`config.mk`:
```
export PLATFORM = sky130hd
export DESIGN_NAME = packet_header_field_extractor_flat
export DESIGN_NICKNAME = d
export VERILOG_FILES = /design/src/hdl/phfe_pkg.sv /design/src/hdl/phfe_ifs.sv /design/src/hdl/packet_header_field_extractor.sv /design/src/hdl/phfe_front.sv /design/src/hdl/phfe_queue.sv /design/src/hdl/phfe_back.sv /design/src/flat_wrapper.sv
export SDC_FILE = /design/constraint.sdc
export NUM_CORES = 2
export LEC_CHECK = 0
export ABC_CLOCK_PERIOD_IN_PS = 23800
export BUFFER_PORTS_ARGS = -buffer_cell sky130_fd_sc_hd__buf_2
export CORE_MARGIN = 2
export CORE_UTILIZATION = 63
export CTS_BUF_LIST = sky130_fd_sc_hd__clkbuf_4 sky130_fd_sc_hd__clkbuf_8
export DETAILED_ROUTE_END_ITERATION = 16
export PLACE_DENSITY = 0.83
export SLEW_MARGIN = 10
export SYNTH_ARGS = -nofsm -noshare
export SYNTH_HDL_FRONTEND = slang
export SYNTH_SLANG_ARGS = --single-unit
```
`constraint.sdc`:
```
create_clock -name clk -period 23.8 [get_ports clk]
set_input_delay 2.38 -clock clk [delete_from_list [all_inputs] [get_ports clk]]
set_output_delay 2.38 -clock clk [all_outputs]
set_load 0.02 [all_outputs]
```
`src/hdl/phfe_pkg.sv`:
```
package phfe_pkg;

	// Ethertypes
	localparam logic [15:0] ET_IPV4     = 16'h0800;
	localparam logic [15:0] ET_IPV6     = 16'h86DD;
	localparam logic [15:0] ET_ARP      = 16'h0806;
	localparam logic [15:0] ET_PPP_DISC = 16'h8863;
	localparam logic [15:0] ET_PPP_SES  = 16'h8864;

	// PPP protocol numbers inside a PPPoE session
	localparam logic [15:0] PPP_IPV4 = 16'h0021;
	localparam logic [15:0] PPP_IPV6 = 16'h0057;

	// Layer 4 protocol numbers
	localparam logic [7:0] PROTO_TCP = 8'd6;
	localparam logic [7:0] PROTO_UDP = 8'd17;
	localparam logic [7:0] NH_NONE   = 8'd59;

	// Byte positions within the frame
	localparam logic [6:0] POS_MAX      = 7'd127;
	localparam logic [6:0] POS_ETYPE_HI = 7'd12;
	localparam logic [6:0] POS_ETYPE_LO = 7'd13;
	localparam logic [6:0] POS_PPP_HI   = 7'd20;
	localparam logic [6:0] POS_PPP_LO   = 7'd21;

	// Header lengths
	localparam logic [7:0] ETH_LEN   = 8'd14;
	localparam logic [7:0] PPPOE_LEN = 8'd8;
	localparam logic [7:0] V4_LEN    = 8'd20;
	localparam logic [7:0] V6_LEN    = 8'd40;
	localparam logic [7:0] TCP_LEN   = 8'd20;
	localparam logic [7:0] UDP_LEN   = 8'd8;

	// Verdict codes
	localparam logic [1:0] VERDICT_PASS   = 2'd0;
	localparam logic [1:0] VERDICT_DROP   = 2'd1;
	localparam logic [1:0] VERDICT_RECORD = 2'd2;

	// Raw fields of one finished frame, handed from parser to result stage
	typedef struct packed {
		logic [7:0]  frame_len;
		logic        pppoe;
		logic [15:0] ethertype;
		logic [7:0]  ip_proto;
		logic [31:0] v4_src;
		logic [31:0] v4_dst;
		logic [63:0] v6_src_hi;
		logic [63:0] v6_src_lo;
		logic [63:0] v6_dst_hi;
		logic [63:0] v6_dst_lo;
		logic [15:0] src_port;
		logic [15:0] dst_port;
		logic [31:0] ifidx;
	} phfe_rec_t;

endpackage

```
`src/hdl/phfe_ifs.sv`:
```
interface phfe_frame_if;
	logic        valid;
	logic        ready;
	logic [7:0]  frame_byte;
	logic        last_byte;
	logic [31:0] ifindex;

	modport source(output valid, frame_byte, last_byte, ifindex, input ready);
	modport sink(input valid, frame_byte, last_byte, ifindex, output ready);
endinterface

interface phfe_result_if;
	logic        valid;
	logic        ready;
	logic [1:0]  verdict;
	logic [15:0] l3_protocol;
	logic [7:0]  l4_protocol;
	logic [31:0] ipv4_source;
	logic [31:0] ipv4_destination;
	logic [63:0] ipv6_source_high;
	logic [63:0] ipv6_source_low;
	logic [63:0] ipv6_destination_high;
	logic [63:0] ipv6_destination_low;
	logic [15:0] source_port;
	logic [15:0] destination_port;
	logic [31:0] interface_index;

	modport source(output valid, verdict, l3_protocol, l4_protocol, ipv4_source,
		ipv4_destination, ipv6_source_high, ipv6_source_low, ipv6_destination_high,
		ipv6_destination_low, source_port, destination_port, interface_index,
		input ready);
	modport sink(input valid, verdict, l3_protocol, l4_protocol, ipv4_source,
		ipv4_destination, ipv6_source_high, ipv6_source_low, ipv6_destination_high,
		ipv6_destination_low, source_port, destination_port, interface_index,
		output ready);
endinterface

```
`src/hdl/packet_header_field_extractor.sv`:
```
// Ethernet header parser: takes a frame one byte per cycle and gives one result
// per frame, once its record leaves the queue, holding a verdict (pass, drop or
// record) and the extracted Ethernet, optional PPPoE session, IPv4/IPv6 and
// TCP/UDP fields. A byte is taken every cycle; the input stalls only when the
// frame queue between the byte parser and the result register is full
// (QUEUE_DEPTH finished frames waiting while the result side is held), so a
// run of frames shorter than that backlog is never throttled. IPv4 options are
// not skipped: layer 4 is assumed to start right after the 20-byte header.
module packet_header_field_extractor #(
	parameter int unsigned QUEUE_DEPTH = 2
) (
	input  logic          clk,
	input  logic          arst_n,
	phfe_frame_if.sink    frame,
	phfe_result_if.source result
);
	import phfe_pkg::*;

	logic      rec_push, rec_full, rec_pop, rec_valid;
	phfe_rec_t rec_in, rec_out;

	// Byte parser
	phfe_front u_front (
		.clk      (clk),
		.arst_n   (arst_n),
		.frame    (frame),
		.rec_full (rec_full),
		.rec_push (rec_push),
		.rec_data (rec_in)
	);

	// Frame record queue
	phfe_queue #(
		.DEPTH (QUEUE_DEPTH)
	) u_queue (
		.clk       (clk),
		.arst_n    (arst_n),
		.push      (rec_push),
		.push_data (rec_in),
		.full      (rec_full),
		.pop       (rec_pop),
		.not_empty (rec_valid),
		.pop_data  (rec_out)
	);

	// Verdict and result register
	phfe_back u_back (
		.clk       (clk),
		.arst_n    (arst_n),
		.rec_valid (rec_valid),
		.rec       (rec_out),
		.rec_pop   (rec_pop),
		.result    (result)
	);

endmodule

```
`src/hdl/phfe_front.sv`:
```
module phfe_front (
	input  logic                clk,
	input  logic                arst_n,
	phfe_frame_if.sink          frame,
	input  logic                rec_full,
	output logic                rec_push,
	output phfe_pkg::phfe_rec_t rec_data
);
	import phfe_pkg::*;

	logic [6:0]  pos_q;
	logic [15:0] etype_q, etype_d;
	logic        pppoe_q, pppoe_d;
	logic [7:0]  proto_q, proto_d;
	logic [31:0] v4s_q, v4s_d, v4d_q, v4d_d;
	logic [63:0] v6sh_q, v6sh_d, v6sl_q, v6sl_d, v6dh_q, v6dh_d, v6dl_q, v6dl_d;
	logic [15:0] sport_q, sport_d, dport_q, dport_d;
	logic [31:0] ifidx_q, ifidx_d;
	logic [7:0]  base;
	logic [7:0]  rel;
	logic [7:0]  b;
	logic        accept;

	assign b           = frame.frame_byte;
	assign frame.ready = !rec_full;
	assign accept      = frame.valid && frame.ready;

	// Latch the current byte into whichever header field sits at this position
	always_comb begin
		etype_d = etype_q;
		pppoe_d = pppoe_q;
		proto_d = proto_q;
		v4s_d   = v4s_q;
		v4d_d   = v4d_q;
		v6sh_d  = v6sh_q;
		v6sl_d  = v6sl_q;
		v6dh_d  = v6dh_q;
		v6dl_d  = v6dl_q;
		sport_d = sport_q;
		dport_d = dport_q;
		ifidx_d = (pos_q == '0) ? frame.ifindex : ifidx_q;
		base    = pppoe_q ? (ETH_LEN + PPPOE_LEN) : ETH_LEN;
		rel     = {1'b0, pos_q} - base;
		if (pos_q == '0) begin
			// interface index only
		end else if (pos_q == POS_ETYPE_HI) begin
			etype_d = {b, 8'h00};
		end else if (pos_q == POS_ETYPE_LO) begin
			etype_d = {etype_q[15:8], b};
			if (etype_d == ET_PPP_SES) begin
				pppoe_d = 1'b1;
			end
		end else if (pppoe_q && pos_q == POS_PPP_HI) begin
			proto_d = b;
		end else if (pppoe_q && pos_q == POS_PPP_LO) begin
			proto_d = '0;
			case ({proto_q, b})
				PPP_IPV4: etype_d = ET_IPV4;
				PPP_IPV6: etype_d = ET_IPV6;
				default:  etype_d = '0;
			endcase
		end else if ({1'b0, pos_q} >= base) begin
			if (etype_q == ET_IPV4) begin
				if (rel == 8'd9) begin
					proto_d = b;
				end else if (rel >= 8'd12 && rel < 8'd16) begin
					v4s_d = {v4s_q[23:0], b};
				end else if (rel >= 8'd16 && rel < V4_LEN) begin
					v4d_d = {v4d_q[23:0], b};
				end else if (rel >= V4_LEN && rel < V4_LEN + 8'd2) begin
					sport_d = {sport_q[7:0], b};
				end else if (rel >= V4_LEN + 8'd2 && rel < V4_LEN + 8'd4) begin
					dport_d = {dport_q[7:0], b};
				end
			end else if (etype_q == ET_IPV6) begin
				if (rel == 8'd6) begin
					proto_d = b;
				end else if (rel >= 8'd8 && rel < 8'd16) begin
					v6sh_d = {v6sh_q[55:0], b};
				end else if (rel >= 8'd16 && rel < 8'd24) begin
					v6sl_d = {v6sl_q[55:0], b};
				end else if (rel >= 8'd24 && rel < 8'd32) begin
					v6dh_d = {v6dh_q[55:0], b};
				end else if (rel >= 8'd32 && rel < V6_LEN) begin
					v6dl_d = {v6dl_q[55:0], b};
				end else if (rel >= V6_LEN && rel < V6_LEN + 8'd2) begin
					sport_d = {sport_q[7:0], b};
				end else if (rel >= V6_LEN + 8'd2 && rel < V6_LEN + 8'd4) begin
					dport_d = {dport_q[7:0], b};
				end
			end
		end
	end

	// Hand the finished frame to the queue on its last byte
	assign rec_push = accept && frame.last_byte;
	always_comb begin
		rec_data.frame_len = {1'b0, pos_q} + 8'd1;
		rec_data.pppoe     = pppoe_d;
		rec_data.ethertype = etype_d;
		rec_data.ip_proto  = proto_d;
		rec_data.v4_src    = v4s_d;
		rec_data.v4_dst    = v4d_d;
		rec_data.v6_src_hi = v6sh_d;
		rec_data.v6_src_lo = v6sl_d;
		rec_data.v6_dst_hi = v6dh_d;
		rec_data.v6_dst_lo = v6dl_d;
		rec_data.src_port  = sport_d;
		rec_data.dst_port  = dport_d;
		rec_data.ifidx     = ifidx_d;
	end

	// Advance the parse state; clear it after the last byte
	always_ff @(posedge clk or negedge arst_n) begin
		if (!arst_n) begin
			pos_q   <= '0;
			etype_q <= '0;
			pppoe_q <= 1'b0;
			proto_q <= '0;
			v4s_q   <= '0;
			v4d_q   <= '0;
			v6sh_q  <= '0;
			v6sl_q  <= '0;
			v6dh_q  <= '0;
			v6dl_q  <= '0;
			sport_q <= '0;
			dport_q <= '0;
			ifidx_q <= '0;
		end else if (accept) begin
			if (frame.last_byte) begin
				pos_q   <= '0;
				etype_q <= '0;
				pppoe_q <= 1'b0;
				proto_q <= '0;
				v4s_q   <= '0;
				v4d_q   <= '0;
				v6sh_q  <= '0;
				v6sl_q  <= '0;
				v6dh_q  <= '0;
				v6dl_q  <= '0;
				sport_q <= '0;
				dport_q <= '0;
				ifidx_q <= '0;
			end else begin
				pos_q   <= (pos_q < POS_MAX) ? pos_q + 7'd1 : POS_MAX;
				etype_q <= etype_d;
				pppoe_q <= pppoe_d;
				proto_q <= proto_d;
				v4s_q   <= v4s_d;
				v4d_q   <= v4d_d;
				v6sh_q  <= v6sh_d;
				v6sl_q  <= v6sl_d;
				v6dh_q  <= v6dh_d;
				v6dl_q  <= v6dl_d;
				sport_q <= sport_d;
				dport_q <= dport_d;
				ifidx_q <= ifidx_d;
			end
		end
	end

endmodule

```
`src/hdl/phfe_queue.sv`:
```
module phfe_queue #(
	parameter int unsigned DEPTH = 2
) (
	input  logic                clk,
	input  logic                arst_n,
	input  logic                push,
	input  phfe_pkg::phfe_rec_t push_data,
	output logic                full,
	input  logic                pop,
	output logic                not_empty,
	output phfe_pkg::phfe_rec_t pop_data
);
	import phfe_pkg::*;

	localparam int unsigned PTR_W = (DEPTH > 1) ? $clog2(DEPTH) : 1;
	localparam int unsigned CNT_W = $clog2(DEPTH + 1);
	localparam logic [PTR_W-1:0] PTR_LAST = PTR_W'(DEPTH - 1);
	localparam logic [CNT_W-1:0] CNT_FULL = CNT_W'(DEPTH);

	phfe_rec_t        mem_q [DEPTH];
	logic [PTR_W-1:0] wr_ptr_q, rd_ptr_q;
	logic [CNT_W-1:0] count_q;
	logic             do_push, do_pop;

	assign full      = (count_q == CNT_FULL);
	assign not_empty = (count_q != '0);
	assign do_push   = push && !full;
	assign do_pop    = pop && not_empty;
	assign pop_data  = mem_q[rd_ptr_q];

	// Store incoming frame records
	always_ff @(posedge clk) begin
		if (do_push) begin
			mem_q[wr_ptr_q] <= push_data;
		end
	end

	// Track pointers and fill level
	always_ff @(posedge clk or negedge arst_n) begin
		if (!arst_n) begin
			wr_ptr_q <= '0;
			rd_ptr_q <= '0;
			count_q  <= '0;
		end else begin
			if (do_push) begin
				wr_ptr_q <= (wr_ptr_q == PTR_LAST) ? '0 : wr_ptr_q + 1'b1;
			end
			if (do_pop) begin
				rd_ptr_q <= (rd_ptr_q == PTR_LAST) ? '0 : rd_ptr_q + 1'b1;
			end
			if (do_push && !do_pop) begin
				count_q <= count_q + 1'b1;
			end else if (do_pop && !do_push) begin
				count_q <= count_q - 1'b1;
			end
		end
	end

endmodule

```
`src/hdl/phfe_back.sv`:
```
module phfe_back (
	input  logic                clk,
	input  logic                arst_n,
	input  logic                rec_valid,
	input  phfe_pkg::phfe_rec_t rec,
	output logic                rec_pop,
	phfe_result_if.source       result
);
	import phfe_pkg::*;

	logic [7:0]  base_len, l3_len, l4_len;
	logic        is_v4, is_v6;
	logic [1:0]  verdict;
	logic        keep_l3, keep_l4, keep_v4, keep_v6, keep_if;
	logic        valid_q;
	logic        load;

	// Decide the verdict and which fields survive
	always_comb begin
		is_v4    = (rec.ethertype == ET_IPV4);
		is_v6    = (rec.ethertype == ET_IPV6);
		base_len = rec.pppoe ? (ETH_LEN + PPPOE_LEN) : ETH_LEN;
		l3_len   = is_v6 ? V6_LEN : V4_LEN;
		l4_len   = (rec.ip_proto == PROTO_TCP) ? TCP_LEN : UDP_LEN;
		verdict  = VERDICT_PASS;
		keep_l3  = 1'b0;
		keep_l4  = 1'b0;
		keep_v4  = 1'b0;
		keep_v6  = 1'b0;
		keep_if  = 1'b0;
		if (rec.frame_len < ETH_LEN || (rec.pppoe && rec.frame_len < base_len)) begin
			verdict = VERDICT_PASS;
		end else if (rec.ethertype == ET_ARP || rec.ethertype == ET_PPP_DISC) begin
			verdict = VERDICT_RECORD;
			keep_l3 = 1'b1;
			keep_if = 1'b1;
		end else if ((is_v4 || is_v6) && rec.frame_len >= base_len + l3_len) begin
			if (is_v6 && rec.ip_proto == NH_NONE) begin
				verdict = VERDICT_DROP;
			end else if ((rec.ip_proto == PROTO_TCP || rec.ip_proto == PROTO_UDP)
					&& rec.frame_len >= base_len + l3_len + l4_len) begin
				verdict = VERDICT_RECORD;
				keep_l3 = 1'b1;
				keep_l4 = 1'b1;
				keep_v4 = is_v4;
				keep_v6 = is_v6;
				keep_if = 1'b1;
			end
		end
	end

	// Load the output register when it is empty or being drained
	assign load    = rec_valid && (!valid_q || result.ready);
	assign rec_pop = load;
	assign result.valid = valid_q;

	always_ff @(posedge clk or negedge arst_n) begin
		if (!arst_n) begin
			valid_q <= 1'b0;
		end else if (load) begin
			valid_q <= 1'b1;
		end else if (result.ready) begin
			valid_q <= 1'b0;
		end
	end

	always_ff @(posedge clk) begin
		if (load) begin
			result.verdict               <= verdict;
			result.l3_protocol           <= keep_l3 ? rec.ethertype : '0;
			result.l4_protocol           <= keep_l4 ? rec.ip_proto : '0;
			result.ipv4_source           <= keep_v4 ? rec.v4_src : '0;
			result.ipv4_destination      <= keep_v4 ? rec.v4_dst : '0;
			result.ipv6_source_high      <= keep_v6 ? rec.v6_src_hi : '0;
			result.ipv6_source_low       <= keep_v6 ? rec.v6_src_lo : '0;
			result.ipv6_destination_high <= keep_v6 ? rec.v6_dst_hi : '0;
			result.ipv6_destination_low  <= keep_v6 ? rec.v6_dst_lo : '0;
			result.source_port           <= keep_l4 ? rec.src_port : '0;
			result.destination_port      <= keep_l4 ? rec.dst_port : '0;
			result.interface_index       <= keep_if ? rec.ifidx : '0;
		end
	end

endmodule

```
`src/flat_wrapper.sv`:
```
// flat-port wrapper written by rule: the top's interface ports become plain ports
module packet_header_field_extractor_flat import phfe_pkg::*;
#(
	parameter int unsigned QUEUE_DEPTH = 2
)
  (clk, arst_n, frame_valid, frame_frame_byte, frame_last_byte, frame_ifindex, frame_ready, result_valid, result_verdict, result_l3_protocol, result_l4_protocol, result_ipv4_source, result_ipv4_destination, result_ipv6_source_high, result_ipv6_source_low, result_ipv6_destination_high, result_ipv6_destination_low, result_source_port, result_destination_port, result_interface_index, result_ready);
  phfe_frame_if frame_i ();
  phfe_result_if result_i ();
  input  logic clk;
  input  logic arst_n;
  input wire logic [$bits(frame_i.valid)-1:0] frame_valid;
  input wire logic [$bits(frame_i.frame_byte)-1:0] frame_frame_byte;
  input wire logic [$bits(frame_i.last_byte)-1:0] frame_last_byte;
  input wire logic [$bits(frame_i.ifindex)-1:0] frame_ifindex;
  output wire logic [$bits(frame_i.ready)-1:0] frame_ready;
  output wire logic [$bits(result_i.valid)-1:0] result_valid;
  output wire logic [$bits(result_i.verdict)-1:0] result_verdict;
  output wire logic [$bits(result_i.l3_protocol)-1:0] result_l3_protocol;
  output wire logic [$bits(result_i.l4_protocol)-1:0] result_l4_protocol;
  output wire logic [$bits(result_i.ipv4_source)-1:0] result_ipv4_source;
  output wire logic [$bits(result_i.ipv4_destination)-1:0] result_ipv4_destination;
  output wire logic [$bits(result_i.ipv6_source_high)-1:0] result_ipv6_source_high;
  output wire logic [$bits(result_i.ipv6_source_low)-1:0] result_ipv6_source_low;
  output wire logic [$bits(result_i.ipv6_destination_high)-1:0] result_ipv6_destination_high;
  output wire logic [$bits(result_i.ipv6_destination_low)-1:0] result_ipv6_destination_low;
  output wire logic [$bits(result_i.source_port)-1:0] result_source_port;
  output wire logic [$bits(result_i.destination_port)-1:0] result_destination_port;
  output wire logic [$bits(result_i.interface_index)-1:0] result_interface_index;
  input wire logic [$bits(result_i.ready)-1:0] result_ready;
  assign frame_i.valid = frame_valid;
  assign frame_i.frame_byte = frame_frame_byte;
  assign frame_i.last_byte = frame_last_byte;
  assign frame_i.ifindex = frame_ifindex;
  assign frame_ready = frame_i.ready;
  assign result_valid = result_i.valid;
  assign result_verdict = result_i.verdict;
  assign result_l3_protocol = result_i.l3_protocol;
  assign result_l4_protocol = result_i.l4_protocol;
  assign result_ipv4_source = result_i.ipv4_source;
  assign result_ipv4_destination = result_i.ipv4_destination;
  assign result_ipv6_source_high = result_i.ipv6_source_high;
  assign result_ipv6_source_low = result_i.ipv6_source_low;
  assign result_ipv6_destination_high = result_i.ipv6_destination_high;
  assign result_ipv6_destination_low = result_i.ipv6_destination_low;
  assign result_source_port = result_i.source_port;
  assign result_destination_port = result_i.destination_port;
  assign result_interface_index = result_i.interface_index;
  assign result_i.ready = result_ready;
  packet_header_field_extractor #(.QUEUE_DEPTH(QUEUE_DEPTH)) u_core (.clk(clk), .arst_n(arst_n), .frame(frame_i), .result(result_i));
endmodule
```
# After elaboration in Yosys (flattened, before gate mapping)
# Memories as Yosys holds them, arrays and structs flattened.
# Index checks and enable logic that the tools add are counted.
# classes
n_addsub	9
n_mul	0
div_mod_pow	0
magnitude_cmp	23
n_eq_ne	19
shifts	0
n_mux	171
n_bitwise	1
reduce_logical	37
# op_table
cell	count
64-bit 2-to-1 mux	50
16-bit 2-to-1 mux	46
32-bit 2-to-1 mux	23
8-bit 2-to-1 mux	11
16-bit == test (second input constant)	4
16-bit by 12-bit == test with 1-bit output (second input constant)	3
8-bit by 5-bit >= comparator with 1-bit output (second input constant)	4
8-bit by 5-bit < comparator with 1-bit output (second input constant)	4
8-bit by 6-bit < comparator with 1-bit output (second input constant)	4
16-bit case mux with 2 select lines	1
1-bit 2-to-1 mux	28
8-bit by 6-bit >= comparator with 1-bit output (second input constant)	3
1-bit logical AND	23
16-bit by 6-bit == test with 1-bit output (second input constant)	1
16-bit by 7-bit == test with 1-bit output (second input constant)	1
8-bit by 3-bit == test with 1-bit output (second input constant)	2
8-bit by 4-bit >= comparator with 1-bit output (second input constant)	2
8-bit >= comparator	2
5-bit 2-to-1 mux	3
7-bit by 4-bit == test with 1-bit output (second input constant)	2
7-bit by 5-bit == test with 1-bit output (second input constant)	2
7-bit 2-to-1 mux	2
2-bit 2-to-1 mux	6
7-bit by 1-bit adder with 8-bit output (second input constant)	1
22 further kinds	32
# totals
reg_bits	831
latchBits	0
ramBits	834
romBits	0
word_cells	291
mem_count	1
# mem_list
memory	words	width	read_ports	rd_ports_with_merged_regs	write_ports	line_no	text
u_core.u_queue.mem_q	2	417	1	0	1	phfe_queue.sv:20	phfe_rec_t mem_q [DEPTH];

# Longest topological paths before layout
# logic_depth
depth_word	20
ltp_mapped	25
depth_no_buf	20

# Cells and area by module
# A second synthesis with hierarchy kept.
# hier_totals
cells_unflattened	4369
hier_area_um2	68299.3
# modules_own_cells
module	instances	cells_each	area_each_um2	seq_area_each_um2
phfe_queue	1	1316	30195.2	25144.1
phfe_front	1	2102	22272.6	10410.0
phfe_back	1	951	15831.4	12336.8

# Worst setup path after synthesis
# No wires, ideal clock.
# synth_path
kind	input to register
from	input frame_last_byte
to	memory u_core.u_queue.mem_q[0][0] in the netlist's numbering (enable)
arrival_ns	20.561
required_time_ns	22.594
slack_ns	2.034
stages	5
path_cell_list	clkbuf_1 buf_1 clkbuf_1 nand2_1 nor2_1
# synth_between
elab_chain_len	4
# synth_lines
element	line_no	text
from (decl)	flat_wrapper.sv:13	input wire logic [$bits(frame_i.last_byte)-1:0] frame_last_byte;
1-bit logical AND	phfe_front.sv:96	assign rec_push = accept && frame.last_byte;
1-bit logical AND	phfe_queue.sv:27	assign do_push = push && !full;
1-bit 2-to-1 mux	phfe_queue.sv:33	if (do_push) begin
1-bit 2-to-1 mux (not written as such)	phfe_queue.sv:34	mem_q[wr_ptr_q] <= push_data;
to (decl)	phfe_queue.sv:20	
# No other way between the ends.

# Worst setup path in the final report
# layout_path
from	register u_core.u_queue.rd_ptr_q
to	register u_core.u_back.result.ipv6_source_high[57] in the netlist's numbering, data pin
# layout_between
elab_chain_len	12
elab_cells_between_ends	30
classes_between	2 x add/sub; 4 x order compare; 7 x eq/ne; 8 x mux; 8 x reduce/logical; 1 x memory
# layout_lines
element	line_no	text
from (decl)	phfe_queue.sv:21	logic [PTR_W-1:0] wr_ptr_q, rd_ptr_q;
from (signal assigned)	phfe_queue.sv:49	rd_ptr_q <= (rd_ptr_q == PTR_LAST) ? '0 : rd_ptr_q + 1'b1;
memory 2 x 417 bit (*)	n/a	
16-bit == test	phfe_back.sv:21	is_v6 = (rec.ethertype == ET_IPV6);
6-bit 2-to-1 mux	phfe_back.sv:23	l3_len = is_v6 ? V6_LEN : V4_LEN;
5-bit by 6-bit adder with 7-bit output	phfe_back.sv:37, phfe_back.sv:41	
7-bit by 5-bit adder with 8-bit output	phfe_back.sv:41	&& rec.frame_len >= base_len + l3_len + l4_len) begin
8-bit >= comparator	phfe_back.sv:41	
1-bit logical AND	phfe_back.sv:41	
1-bit 2-to-1 mux	phfe_back.sv:40	end else if ((rec.ip_proto == PROTO_TCP || rec.ip_proto == PROTO_UDP)
1-bit 2-to-1 mux	phfe_back.sv:38	if (is_v6 && rec.ip_proto == NH_NONE) begin
1-bit 2-to-1 mux	phfe_back.sv:37	end else if ((is_v4 || is_v6) && rec.frame_len >= base_len + l3_len) begin
1-bit 2-to-1 mux	phfe_back.sv:33	end else if (rec.ethertype == ET_ARP || rec.ethertype == ET_PPP_DISC) begin
1-bit 2-to-1 mux	phfe_back.sv:31	if (rec.frame_len < ETH_LEN || (rec.pppoe && rec.frame_len < base_len)) begin
to (signal assigned)	phfe_back.sv:74	result.ipv6_source_high <= keep_v6 ? rec.v6_src_hi : '0;
to (decl)	phfe_ifs.sv:29	ipv4_destination, ipv6_source_high, ipv6_source_low, ipv6_destination_high,
# Mark *: on every way between the ends. The rest lies on a longest branch, timed or not.
# A chain may end at the register's enable or synchronous reset.

==> results.json <==
{
  "status": "complete, no violations",
  "layout-drive-gt1-share_pct": 30.15,
  "yosys.area_share.simple_pct": 6.121,
  "cts.repair.resized": 0,
  "io_buffer_count": 456,
  "dp_hpwl_um": 87830,
  "synth-compound-area-share_pct": 10.29,
  "most-common-layout-cells": "1242 x edfxtp_1, 454 x buf_2, 420 x dfrtp_1",
  "wl_um": 151900,
  "gp_congestion": 0.8331,
  "grt_util_all_layers_pct": 27.67,
  "grt_pass1_vias": 38910,
  "yosysTopAreaCellShare_pct": 55.98,
  "finalHoldViolCount": 0,
  "cpMostUsedCell": "ha_1",
  "coreArea_um2": 105100,
  "synth_ff_type": "edfxtp_1",
  "synthMuxAreaShare_pct": 8.671,
  "ys_warn_count": 0,
  "finalSetupViolCount": 0,
  "tightest_slew_ns": 1.320,
  "cts-root-buf": "clkbuf_8",
  "cts_tree": "built",
  "cts_buffer_depth": 4,
  "ys_ff_latch": 1663,
  "grt_antenna_before_repair": 3,
  "start_util_pct": 63.38,
  "grt_max_degree": 185,
  "synth_fa_ha_area_share_pct": 0.4996,
  "synthDistinctLibCells": 80,
  "cpLargestDelayFamily": "simple AND/OR/NAND/NOR gates",
  "vias": 39330,
  "period_share_pct": 39.36,
  "tns_ns": 0,
  "die-height_um": 329.2,
  "critPathCaptureType": "register",
  "cts_max_level": 5,
  "cts_hold_buf": 0,
  "path_class": "register to register",
  "p_switching_mw": 2.450,
  "final_nets": 4796,
  "vdd_drop_max_uv": 118.0,
  "dieArea_um2": 108400,
  "row_count": 119,
  "fin_cells": 6322,
  "synth.avg_cell_area_um2": 15.76,
  "layout_commonest_cell": "edfxtp_1",
  "p_total_mw": 7.982,
  "first_iter_violations": 3965,
  "combPwrFrac_pct": 20.4,
  "netlist_top_cells_area": "edfxtp_1 56%, dfrtp_1 16%, mux2_2 6.3%, a22oi_1 4.4%, a22o_1 3.2%",
  "synth_top_family_by_area": "compound AO/OA/AOI/OAI gates",
  "numCtsBuffers": 277,
  "yosys.area_share.xor_xnor_pct": 0.2103,
  "postCtsSetupBuffers": 0,
  "worstPathCellList": "and2_4, a22o_1, o2111ai_2, ha_1, xnor2_1, ha_1, a21o_1, or3_1, o21ai_0, a221oi_1, a21oi_1, ha_1, a21oi_1, nand2_1, o221ai_4, and2_4, buf_12, buf_4, nor2_1",
  "dr.pass1.iters": 6,
  "path_buf_inv": 2,
  "worst_path_max_delay_cell": "and2_4",
  "ioPinCount": 457,
  "slew_violations": 0,
  "crit_required_ns": 24.43,
  "rsz0062_at_grt": "no",
  "swShare_pct": 30.69,
  "p_clk_share_pct": 30.8,
  "clkTransAtPathRegs_ns": 0.07,
  "pwr-share-seq_pct": 48.9,
  "powerDensity_nw_per_um2": 106.1,
  "synthCells": 4226,
  "post_drt_wl_per_cell_um": 24.02,
  "synth.cell_area_um2": 66620,
  "dp.cells": 5837,
  "clkSinkCount": 1663,
  "synthToLayoutAreaGrowth_pct": 12.92,
  "hold_class": "register to register",
  "antenna_left": 0,
  "start_kind": "register",
  "cellLeakagePower_nw": 28.75,
  "drc": 0,
  "path_max_fanout": 114,
  "post-route-min-period_ns": 9.367,
  "cap_violations": 0,
  "gr-total-overflow": 0,
  "slew_headroom_pct": 12.03,
  "cp.arrival_ns": 10.00,
  "finClkSkew_ns": 0.07409,
  "drt-vias-per-instance": 6.221,
  "clk-insertion-delay-late_ns": 0.96,
  "die_w_um": 329.2,
  "grt_pass1_wl_um": 229500,
  "seq_area_frac_synth_pct": 71.79,
  "synthArstFlopShare_pct": 25.32,
  "fmax_ghz": 0.1068,
  "crit_path_max_incr_delay_ns": 0.98,
  "synth_edf_count": 1242,
  "yosys.area.top_type": "edfxtp_1",
  "p_int_mw": 5.533
}
-- registers in the layout (all words and copies together), names as in the netlist, 32 cells and up --
name	count
u_core.u_front.v6dl_q	64
u_core.u_front.v6sh_q	64
u_core.u_back.result.interface_index	32
u_core.u_back.result.ipv6_destination_low	64
u_core.u_queue.mem_q	832
u_core.u_back.result.ipv4_destination	32
u_core.u_front.ifidx_q	32
u_core.u_front.v4d_q	32
u_core.u_front.v6sl_q	64
u_core.u_back.result.ipv6_destination_high	64
u_core.u_front.v4s_q	32
u_core.u_back.result.ipv6_source_high	64
u_core.u_back.result.ipv4_source	32
u_core.u_front.v6dh_q	64
u_core.u_back.result.ipv6_source_low	64
-- Yosys cell counts (all sizes together) (4+ instances only) --
library cell	count
a21o	7
a21oi	21
a22o	242
a22oi	391
a32o	46
and2	8
and3	6
buf	105
clkbuf	199
dfrtp	421
edfxtp	1242
ha	25
inv	24
mux2	393
mux2i	135
nand2	186
nand2b	9
nand3	19
nand4	8
nor2	439
nor2b	13
nor3	13
nor3b	4
nor4	15
nor4b	4
o211ai	4
o21ai	161
o2bb2ai	4
o31ai	4
or2	5
or3	6
or4	7
xnor2	10
xor2	6
-- worst register-to-register path, cell delays in order (launching register included) --
cell       delay, ns
dfrtp_4         0.97
and2_4          1.01
a22o_1          0.28
o2111ai_2       0.36
ha_1            0.45
xnor2_1         0.26
ha_1            0.32
a21o_1          0.21
or3_1           0.32
o21ai_0         0.09
a221oi_1        0.07
a21oi_1         0.16
ha_1            0.28
a21oi_1         0.17
nand2_1         0.11
o221ai_4        0.92
and2_4          0.95
buf_12          0.73
buf_4           1.24
nor2_1          0.17
-- per-stage QoR --
stage	util (%)	area [um2]	setup slack, ns	hold slack [ns]
after floorplan	-	66650	2.034	0.4608
after global placement	66.43	69830	14.69	0.4705
after detailed placement	66.43	69830	14.58	0.4812
after CTS	71.55	75220	14.52	0.4961
after global routing	71.57	75230	13.88	0.5100
final	71.57	75230	14.43	0.4955
-- per-layer routing --
layer  vias to the layer above  track usage, %  share of wire, %  wire length, um
met5                         -               0             0.015               23
met4                         4           9.852               2.9             4398
met3                       274           4.956               6.8            10260
met2                      1690           44.94                50            76450
met1                     20040           38.13                40            60720
li1                      17320               -                 -                -
-- cell type report --
type,count,area (um2)
Fill cell,6464,29890
Tap cell,1391,1740
Clock buffer,404,4897
Clock inverter,79,490.5
Timing Repair Buffer,517,2831
Multi-Input combinational cell,2242,17330
Sequential cell,1663,47830
Antenna cell,2,5.005
Inverter,24,97.59
-- worst paths after layout --
path,startpoint,end,slack (ns),cells after the start
worst min register to register,u_core.u_front.dport_q[12],u_core.u_front.dport_q[12],0.50,1
worst max register to register,u_core.u_queue.rd_ptr_q,u_core.u_back.result.ipv6_source_high[57],14.43,19
min in group asynchronous,arst_n,u_core.u_front.ifidx_q[30],1.55,1
worst max-delay path,u_core.u_queue.rd_ptr_q,u_core.u_back.result.ipv6_source_high[57],14.43,19
worst min-delay path,u_core.u_front.dport_q[12],u_core.u_front.dport_q[12],0.50,1
max in group asynchronous,arst_n,u_core.u_front.v6dh_q[29],20.64,2
-- logic make-up after synthesis --
family / count (synthesis)
DFF: 1663
AOI/OAI and AO/OA: 910
and+or+nand+nor: 754
muxes: 528
buffers and inverters: 328
adders and majority gates: 26
xor gates and xnor gates: 16
other: 1
-- power by group through the flow --
| stage | combinational (mW) | clock (mW) | sequential [mW] |
|---|---|---|---|
| final | 1.63 | 2.46 | 3.90 |
| after global placement | 1.61 | 0 | 3.94 |
| after CTS | 1.63 | 2.49 | 3.90 |
| after global routing | 1.73 | 2.62 | 3.93 |
| after floorplan | 0.800 | 0 | 4.38 |
| after detailed placement | 1.63 | 0 | 3.95 |
(Power assumes the default switching activity.)
